## src/rtl/u8d_pkg.sv

```systemverilog
`timescale 1ns / 1ps

package u8d_pkg;

   localparam int BYTE_W = 8;
   localparam int CP_W   = 21;
   localparam int LEN_W  = 3;
   localparam int REM_W  = 2;

   // Lead and continuation byte prefixes
   localparam logic [BYTE_W-1:0] FIRST_LEAD  = 8'hC0;
   localparam logic [2:0]        LEAD2_MARK  = 3'b110;
   localparam logic [3:0]        LEAD3_MARK  = 4'b1110;
   localparam logic [4:0]        LEAD4_MARK  = 5'b11110;
   localparam logic [1:0]        CONT_MARK   = 2'b10;

   // Sequence lengths
   localparam logic [LEN_W-1:0] LEN_NONE = 3'd0;
   localparam logic [LEN_W-1:0] LEN_ONE  = 3'd1;
   localparam logic [LEN_W-1:0] LEN_TWO  = 3'd2;
   localparam logic [LEN_W-1:0] LEN_THREE = 3'd3;
   localparam logic [LEN_W-1:0] LEN_FOUR = 3'd4;

   // Continuation bytes still expected
   localparam logic [REM_W-1:0] REM_NONE  = 2'd0;
   localparam logic [REM_W-1:0] REM_ONE   = 2'd1;
   localparam logic [REM_W-1:0] REM_TWO   = 2'd2;
   localparam logic [REM_W-1:0] REM_THREE = 2'd3;

   typedef struct packed {
      logic [CP_W-1:0]  code_point;
      logic [LEN_W-1:0] seq_length;
      logic             bad_sequence;
   } result_type;

   // Handshake between the decode stage and the response register
   typedef struct packed {
      logic step;       // decode stage consumes its byte this cycle
      logic has_result; // the byte in the decode stage yields a result
   } stage_ctrl_type;

endpackage

```

## src/rtl/u8d_stream_if.sv

```systemverilog
`timescale 1ns / 1ps

interface u8d_req_if;
   logic                       valid;
   logic                       ready;
   logic [u8d_pkg::BYTE_W-1:0] data_byte;

   modport source (output valid, output data_byte, input ready);
   modport sink   (input valid, input data_byte, output ready);
endinterface

interface u8d_rsp_if;
   logic                      valid;
   logic                      ready;
   logic [u8d_pkg::CP_W-1:0]  code_point;
   logic [u8d_pkg::LEN_W-1:0] seq_length;
   logic                      bad_sequence;

   modport source (output valid, output code_point, output seq_length,
                   output bad_sequence, input ready);
   modport sink   (input valid, input code_point, input seq_length,
                   input bad_sequence, output ready);
endinterface

```

## src/rtl/u8d_decode.sv

```systemverilog
`timescale 1ns / 1ps

module u8d_decode (
   input  logic                       clock,
   input  logic                       reset,
   input  logic                       step,
   input  logic [u8d_pkg::BYTE_W-1:0] data_byte,
   output logic                       has_result,
   output u8d_pkg::result_type        result
);

   logic [u8d_pkg::CP_W-1:0]  partial_ff, partial_in;
   logic [u8d_pkg::REM_W-1:0] remaining_ff, remaining_in;
   logic [u8d_pkg::LEN_W-1:0] total_ff, total_in;
   logic [u8d_pkg::CP_W-1:0]  shifted;

   assign shifted = {partial_ff[u8d_pkg::CP_W-7:0], data_byte[5:0]};

   always_comb begin
      partial_in   = partial_ff;
      remaining_in = remaining_ff;
      total_in     = total_ff;
      has_result   = 1'b0;
      result       = '{code_point: '0, seq_length: u8d_pkg::LEN_NONE, bad_sequence: 1'b0};
      if (remaining_ff == u8d_pkg::REM_NONE) begin
         if (data_byte < u8d_pkg::FIRST_LEAD) begin
            has_result        = 1'b1;
            result.code_point = {{(u8d_pkg::CP_W-u8d_pkg::BYTE_W){1'b0}}, data_byte};
            result.seq_length = u8d_pkg::LEN_ONE;
         end else if (data_byte[7:5] == u8d_pkg::LEAD2_MARK) begin
            partial_in   = {{(u8d_pkg::CP_W-5){1'b0}}, data_byte[4:0]};
            remaining_in = u8d_pkg::REM_ONE;
            total_in     = u8d_pkg::LEN_TWO;
         end else if (data_byte[7:4] == u8d_pkg::LEAD3_MARK) begin
            partial_in   = {{(u8d_pkg::CP_W-4){1'b0}}, data_byte[3:0]};
            remaining_in = u8d_pkg::REM_TWO;
            total_in     = u8d_pkg::LEN_THREE;
         end else if (data_byte[7:3] == u8d_pkg::LEAD4_MARK) begin
            partial_in   = {{(u8d_pkg::CP_W-3){1'b0}}, data_byte[2:0]};
            remaining_in = u8d_pkg::REM_THREE;
            total_in     = u8d_pkg::LEN_FOUR;
         end else begin
            has_result          = 1'b1;
            result.bad_sequence = 1'b1;
         end
      end else if (data_byte[7:6] != u8d_pkg::CONT_MARK) begin
         // drop the offending byte along with the partial sequence
         has_result          = 1'b1;
         result.bad_sequence = 1'b1;
         partial_in          = '0;
         remaining_in        = u8d_pkg::REM_NONE;
         total_in            = u8d_pkg::LEN_NONE;
      end else if (remaining_ff == u8d_pkg::REM_ONE) begin
         has_result        = 1'b1;
         result.code_point = shifted;
         result.seq_length = total_ff;
         partial_in        = '0;
         remaining_in      = u8d_pkg::REM_NONE;
         total_in          = u8d_pkg::LEN_NONE;
      end else begin
         partial_in   = shifted;
         remaining_in = remaining_ff - u8d_pkg::REM_ONE;
      end
   end

   always_ff @(posedge clock) begin
      if (reset) begin
         partial_ff   <= '0;
         remaining_ff <= u8d_pkg::REM_NONE;
         total_ff     <= u8d_pkg::LEN_NONE;
      end else if (step) begin
         partial_ff   <= partial_in;
         remaining_ff <= remaining_in;
         total_ff     <= total_in;
      end
   end

   a_open_matches_total: assert property (@(posedge clock) disable iff (reset)
      (remaining_ff == u8d_pkg::REM_NONE) == (total_ff == u8d_pkg::LEN_NONE))
      else $error("sequence length and remaining count disagree");

   a_total_exceeds_remaining: assert property (@(posedge clock) disable iff (reset)
      (remaining_ff != u8d_pkg::REM_NONE) |-> ({1'b0, remaining_ff} < total_ff))
      else $error("remaining count not below sequence length");

   a_good_length: assert property (@(posedge clock) disable iff (reset)
      (has_result && !result.bad_sequence) |->
      (result.seq_length != u8d_pkg::LEN_NONE && result.seq_length <= u8d_pkg::LEN_FOUR))
      else $error("good result with impossible length");

   a_error_zeroed: assert property (@(posedge clock) disable iff (reset)
      (has_result && result.bad_sequence) |->
      (result.code_point == '0 && result.seq_length == u8d_pkg::LEN_NONE))
      else $error("error result carries payload");

endmodule

```

## src/rtl/u8d_rsp_reg.sv

```systemverilog
`timescale 1ns / 1ps

module u8d_rsp_reg (
   input  logic                    clock,
   input  logic                    reset,
   input  u8d_pkg::stage_ctrl_type ctrl,
   input  u8d_pkg::result_type     result,
   output logic                    free,
   u8d_rsp_if.source               rsp_chan
);

   logic                valid_ff, valid_in;
   u8d_pkg::result_type data_ff;
   logic                load;

   assign free     = !valid_ff || rsp_chan.ready;
   assign load     = ctrl.step && ctrl.has_result;
   assign valid_in = load || (valid_ff && !rsp_chan.ready);

   always_ff @(posedge clock) begin
      if (reset) begin
         valid_ff <= 1'b0;
      end else begin
         valid_ff <= valid_in;
      end
   end

   always_ff @(posedge clock) begin
      if (load) begin
         data_ff <= result;
      end
   end

   assign rsp_chan.valid        = valid_ff;
   assign rsp_chan.code_point   = data_ff.code_point;
   assign rsp_chan.seq_length   = data_ff.seq_length;
   assign rsp_chan.bad_sequence = data_ff.bad_sequence;

   a_no_overwrite: assert property (@(posedge clock) disable iff (reset)
      load |-> (!valid_ff || rsp_chan.ready))
      else $error("response register overwritten while held");

   a_load_shows: assert property (@(posedge clock) disable iff (reset)
      load |=> valid_ff)
      else $error("loaded result not presented");

   a_idle_step_keeps: assert property (@(posedge clock) disable iff (reset)
      (ctrl.step && !ctrl.has_result && valid_ff && !rsp_chan.ready) |=> valid_ff)
      else $error("held result lost on a silent step");

endmodule

```

## src/rtl/utf8_stream_decoder_unit.sv

```systemverilog
`timescale 1ns / 1ps

// Channel   | Dir | Payload                                        | Handshake
// ----------+-----+------------------------------------------------+-----------
// req_chan  | in  | data_byte[7:0]                                 | valid/ready
// rsp_chan  | out | code_point[20:0], seq_length[2:0], bad_sequence| valid/ready
//
// One byte per clock while no result waits on a held response: a byte is captured
// in the input register, is decoded there against the sequence state, and its
// result (if any) is then registered in the response register.
// Reset is synchronous and closes any open sequence.
// A held response stalls only bytes that produce a result; lead and middle
// continuation bytes keep flowing while the response waits.
module utf8_stream_decoder_unit (
   input  logic      clock,
   input  logic      reset,
   u8d_req_if.sink   req_chan,
   u8d_rsp_if.source rsp_chan
);

   // input register
   logic                       in_valid_ff, in_valid_in;
   logic [u8d_pkg::BYTE_W-1:0] in_byte_ff;

   u8d_pkg::stage_ctrl_type ctrl;
   u8d_pkg::result_type     result;
   logic                    has_result;
   logic                    rsp_free;
   logic                    advance;
   logic                    accept;

   // advance the decode stage unless its result would hit a held response
   assign advance     = !has_result || rsp_free;
   assign ctrl.step   = in_valid_ff && advance;
   assign ctrl.has_result = has_result;

   assign req_chan.ready = !in_valid_ff || advance;
   assign accept         = req_chan.valid && req_chan.ready;
   assign in_valid_in    = accept || (in_valid_ff && !advance);

   always_ff @(posedge clock) begin
      if (reset) begin
         in_valid_ff <= 1'b0;
      end else begin
         in_valid_ff <= in_valid_in;
      end
   end

   // hold the byte while stalled, capture a new transaction otherwise
   always_ff @(posedge clock) begin
      if (accept) begin
         in_byte_ff <= req_chan.data_byte;
      end
   end

   u8d_decode u_decode (
      .clock      (clock),
      .reset      (reset),
      .step       (ctrl.step),
      .data_byte  (in_byte_ff),
      .has_result (has_result),
      .result     (result)
   );

   u8d_rsp_reg u_rsp_reg (
      .clock    (clock),
      .reset    (reset),
      .ctrl     (ctrl),
      .result   (result),
      .free     (rsp_free),
      .rsp_chan (rsp_chan)
   );

   a_stall_holds_byte: assert property (@(posedge clock) disable iff (reset)
      (in_valid_ff && !advance) |=> (in_valid_ff && $stable(in_byte_ff)))
      else $error("stalled byte not held");

   a_no_step_when_empty: assert property (@(posedge clock) disable iff (reset)
      !in_valid_ff |-> !ctrl.step)
      else $error("decode stepped without a byte");

   a_accept_fills: assert property (@(posedge clock) disable iff (reset)
      accept |=> in_valid_ff)
      else $error("accepted transaction not registered");

endmodule
```

## src/flat_wrapper.sv

```systemverilog
// flat-port wrapper written by rule: the top's interface ports become plain ports
module utf8_stream_decoder_unit_flat 
  (clock, reset, req_chan_valid, req_chan_data_byte, req_chan_ready, rsp_chan_valid, rsp_chan_code_point, rsp_chan_seq_length, rsp_chan_bad_sequence, rsp_chan_ready);
  u8d_req_if req_chan_i ();
  u8d_rsp_if rsp_chan_i ();
  input  logic clock;
  input  logic reset;
  input wire logic [$bits(req_chan_i.valid)-1:0] req_chan_valid;
  input wire logic [$bits(req_chan_i.data_byte)-1:0] req_chan_data_byte;
  output wire logic [$bits(req_chan_i.ready)-1:0] req_chan_ready;
  output wire logic [$bits(rsp_chan_i.valid)-1:0] rsp_chan_valid;
  output wire logic [$bits(rsp_chan_i.code_point)-1:0] rsp_chan_code_point;
  output wire logic [$bits(rsp_chan_i.seq_length)-1:0] rsp_chan_seq_length;
  output wire logic [$bits(rsp_chan_i.bad_sequence)-1:0] rsp_chan_bad_sequence;
  input wire logic [$bits(rsp_chan_i.ready)-1:0] rsp_chan_ready;
  assign req_chan_i.valid = req_chan_valid;
  assign req_chan_i.data_byte = req_chan_data_byte;
  assign req_chan_ready = req_chan_i.ready;
  assign rsp_chan_valid = rsp_chan_i.valid;
  assign rsp_chan_code_point = rsp_chan_i.code_point;
  assign rsp_chan_seq_length = rsp_chan_i.seq_length;
  assign rsp_chan_bad_sequence = rsp_chan_i.bad_sequence;
  assign rsp_chan_i.ready = rsp_chan_ready;
  utf8_stream_decoder_unit u_core (.clock(clock), .reset(reset), .req_chan(req_chan_i), .rsp_chan(rsp_chan_i));
endmodule
```

## config.mk

```make
export PLATFORM = sky130hd
export DESIGN_NAME = utf8_stream_decoder_unit_flat
export DESIGN_NICKNAME = d
export VERILOG_FILES = /design/src/rtl/u8d_pkg.sv /design/src/rtl/u8d_stream_if.sv /design/src/rtl/u8d_decode.sv /design/src/rtl/u8d_rsp_reg.sv /design/src/rtl/utf8_stream_decoder_unit.sv /design/src/flat_wrapper.sv
export SDC_FILE = /design/constraint.sdc
export NUM_CORES = 1
export LEC_CHECK = 0
export BUFFER_PORTS_ARGS = -buffer_cell sky130_fd_sc_hd__buf_4
export CAP_MARGIN = 30
export CORE_ASPECT_RATIO = 1.4
export CORE_MARGIN = 3
export CORE_UTILIZATION = 25
export DETAILED_ROUTE_END_ITERATION = 6
export SYNTH_ARGS = -nofsm -noshare
export SYNTH_HDL_FRONTEND = slang
export SYNTH_SLANG_ARGS = --single-unit
```

## constraint.sdc

```tcl
create_clock -name clock -period 6 [get_ports clock]
set_input_delay 1.2 -clock clock [delete_from_list [all_inputs] [get_ports clock]]
set_output_delay 1.2 -clock clock [all_outputs]
set_load 0.05 [all_outputs]
```

==> results.yml <==
final_layout:
  multiInputGateArea_um2: 764.5
  fin_nets: 251
  drive_above_1_share_pct: 22.36
  seqCellArea_um2: 1431
  syn_to_final_growth_pct: 22.89
  nFillCells: 850
  diodes: 0
power_and_ir_drop:
  power_frac_seq_pct: 52.1
  power_density_nw_per_um2: 290.6
  p_sw_uw: 213.4
  p_int_uw: 606.6
  share_comb_of_total_power_pct: 14.1
  clockPowerShare_pct: 33.8
  ir_drop_mv: 0.1299
  swShare_pct: 26.02
  leakage_nw: 1.066
clocking:
  clk_transition_reported_paths_ns: 0.07
  cts-htree-levels: 2
  cts_tree: "done"
  cts_max_path_buffers: 2
  postCtsSetupBuffers: 0
  cts_resized: 0
  cts_made_buffers: 5
  clock_latency_ns: 0.29
  clock_sinks: 55
  cts_hold_buf: 0
  root_buffer: "clkbuf_16"
die:
  coreArea_um2: 8758
  dieArea_um2: 10390
  rows: 40
  pin_count: 39
  die_h_um: 119.4
  initial_utilization_pct: 26.21
  die_w_um: 86.99
synthesis:
  synth_fa_ha_area_share_pct: 1.635
  ys.warnings.count: 0
  avgSynthCellArea_um2: 11.31
  synth_top_cell_by_area: "edfxtp_1"
  synth-xor-area-share_pct: 0
  ys_ff_latch: 55
  synth_area_um2: 2296
  ys_seq_area_share_pct: 62.34
  syn_nets: 218
  synth_cell_types: 40
  synthSimpleGateAreaFrac_pct: 17.33
  syn-instance-count: 203
  synthMuxAreaShare_pct: 1.798
  yosysTopAreaCellShare_pct: 43.16
  synth_top_family_by_area: "simple AND/OR/NAND/NOR gates"
  yosys-top-cells-area: "edfxtp_1 (43%), dfxtp_1 (19%), and3_1 (4.4%), a21oi_1 (3.7%), o21ai_0 (2.8%)"
  synth_compound_area_share_pct: 12.43
drt:
  ant_nets: 0
  routed_wirelength_um: 4911
  drtIter0Drc: 134
  dr_total_vias: 1636
  wire_per_inst_um: 14.36
  first_pass_iters: 4
  post-route-drc-count: 0
  viasPerCell: 4.784
worst_setup_path:
  path_class: "flop to primary output"
  cp.required_ns: 4.80
  startpoint_type: "flop"
  path_max_fanout: 19
  critPathCaptureType: "primary output"
  crit_arrival_ns: 2.15
global_route:
  grt_usage_pct: 9.966
  grt_pass1_vias: 1619
  antenna_found_initial: 0
  grt_pass1_wl_um: 8066
  overflow: 0
  grt_max_degree: 22
outcome:
  status: "finished clean"
sta:
  drv_slew: 0
  clock.fmax_mhz: 298.1
  grt_setup_unrepaired: "no"
  setup_ws_ns: 2.646
  slew_headroom_pct: 44.36
  finalCritPeriodShare_pct: 55.90
  fin_crit_ns: 3.354
  final-hold-violation-count: 0
  finalSetupViolCount: 0
  tightest_slew_ns: 0.8282
  skew_ns: 0.004417
  tns_ns: 0
placed_design:
  portBuffers: 38
  pre_cts_slack_ns: 2.920
  dp_hpwl_um: 3660
  gp_congestion: 0.8266
job:
  cap_violations: 0
worst_hold_path:
  hold_path_class: "flop to flop"
## critical path, stage by stage, from the launching register on
cell and delay (ns):
dfxtp_1 0.33, inv_1 0.10, ha_1 0.55, o21a_1 0.46, o211ai_1 0.19, buf_4 0.23
## sequential cells by signal, summed over array words and instances, names as in the netlist
name and flops:
u_core.u_rsp_reg.rsp_chan.code_point 21, u_core.u_decode.partial_ff 15, u_core.in_byte_ff 8, u_core.u_decode.total_ff 3, u_core.u_rsp_reg.rsp_chan.seq_length 3, u_core.u_decode.remaining_ff 2
u_core.in_valid_ff 1, u_core.u_rsp_reg.rsp_chan.bad_sequence 1, u_core.u_rsp_reg.rsp_chan.valid 1
## placed cells by master (no fill, tap or decap), types with 5 or more instances in the layout
cell	instances
a21oi_1	17
and2_1	5
and3_1	16
buf_4	39
clkbuf_16	5
dfxtp_1	22
edfxtp_1	33
inv_1	11
nand2_1	10
nand4_1	10
nor2_1	5
nor3_1	8
o21ai_0	13
## Yosys cell counts
master / n
and2_1: 5
o2111ai_1: 1
o22ai_1: 1
mux2i_1: 3
dfxtp_1: 22
a31oi_1: 1
o21a_1: 1
ha_1: 3
buf_1: 2
o31a_1: 1
clkinv_1: 1
nor2_2: 1
edfxtp_1: 33
nand2_1: 10
o211ai_1: 2
inv_1: 11
nand3_1: 4
nor3_1: 8
a21oi_1: 17
o41ai_1: 1
clkbuf_2: 1
o311ai_0: 1
nor2b_1: 2
nand2b_4: 1
or4_1: 1
nand4_1: 10
nor3b_2: 1
o32ai_1: 4
nand2b_1: 2
o31ai_2: 1
and3_1: 16
o21ai_0: 13
mux2_2: 1
or4b_1: 1
nor2_1: 6
buf_2: 3
clkbuf_1: 8
nand4b_1: 1
a32o_1: 1
o31ai_1: 1
## final timing paths
check             slack [ns]                       startpoint                                      end  cells after the start
setup / recovery        2.65  u_core.u_decode.remaining_ff[0]                           req_chan_ready                      5
setup reg to reg        3.53  u_core.u_decode.remaining_ff[0]  u_core.u_rsp_reg.rsp_chan.code_point[3]                      6
hold / removal          0.47      u_core.u_decode.total_ff[2]              u_core.u_decode.total_ff[2]                      2
hold reg to reg         0.47      u_core.u_decode.total_ff[2]              u_core.u_decode.total_ff[2]                      2
## power groups by stage
stage	logic [mW]	clock network, mW	registers [mW]
after floorplan	0.0485	0	0.467
after global placement	0.113	0	0.436
after detailed placement	0.116	0	0.436
after CTS	0.116	0.284	0.428
after global routing	0.125	0.298	0.429
final	0.115	0.277	0.428
## layer usage
layer	up-vias	GRT usage [%]	part of all wire, %
li1	815	-	-
met2	38	17.68	54
met4	0	4.678	2.1
met1	776	10.73	39
met3	7	2.561	4.7
met5	-	0	0
## layout make-up
type	instances	area share, %
Sequential cell	55	50.73
Multi-Input combinational cell	122	27.10
Clock inverter	2	0.4435
Clock buffer	6	4.568
Timing Repair Buffer	40	10.91
Inverter	12	1.596
Tap cell	105	4.656
## metrics by stage
step / hold slack, ns / power [mW] / utilization, % / instance area (um2) / std cells
2_1_floorplan: 0.4340 / 0.5152 / - / 2296 / 203
3_3_place_gp: 0.4536 / 0.5493 / 30.43 / 2665 / 333
3_5_place_dp: 0.4539 / 0.5523 / 30.60 / 2680 / 334
4_1_cts: 0.4682 / 0.8283 / 32.21 / 2821 / 342
5_1_grt: 0.4828 / 0.8524 / 32.21 / 2821 / 342
6_report: 0.4659 / 0.8199 / 32.21 / 2821 / 342
## cells by family (layout without fill, tap and decap cells)
group	count (synthesis)	after routing
and+or+nand+nor	69	69
DFF	55	55
AOI/OAI and AO/OA	46	46
buffers and inverters	26	60
muxes	4	4
adders and majority gates	3	3
Note: power is estimated with default switching activity, not from simulation.
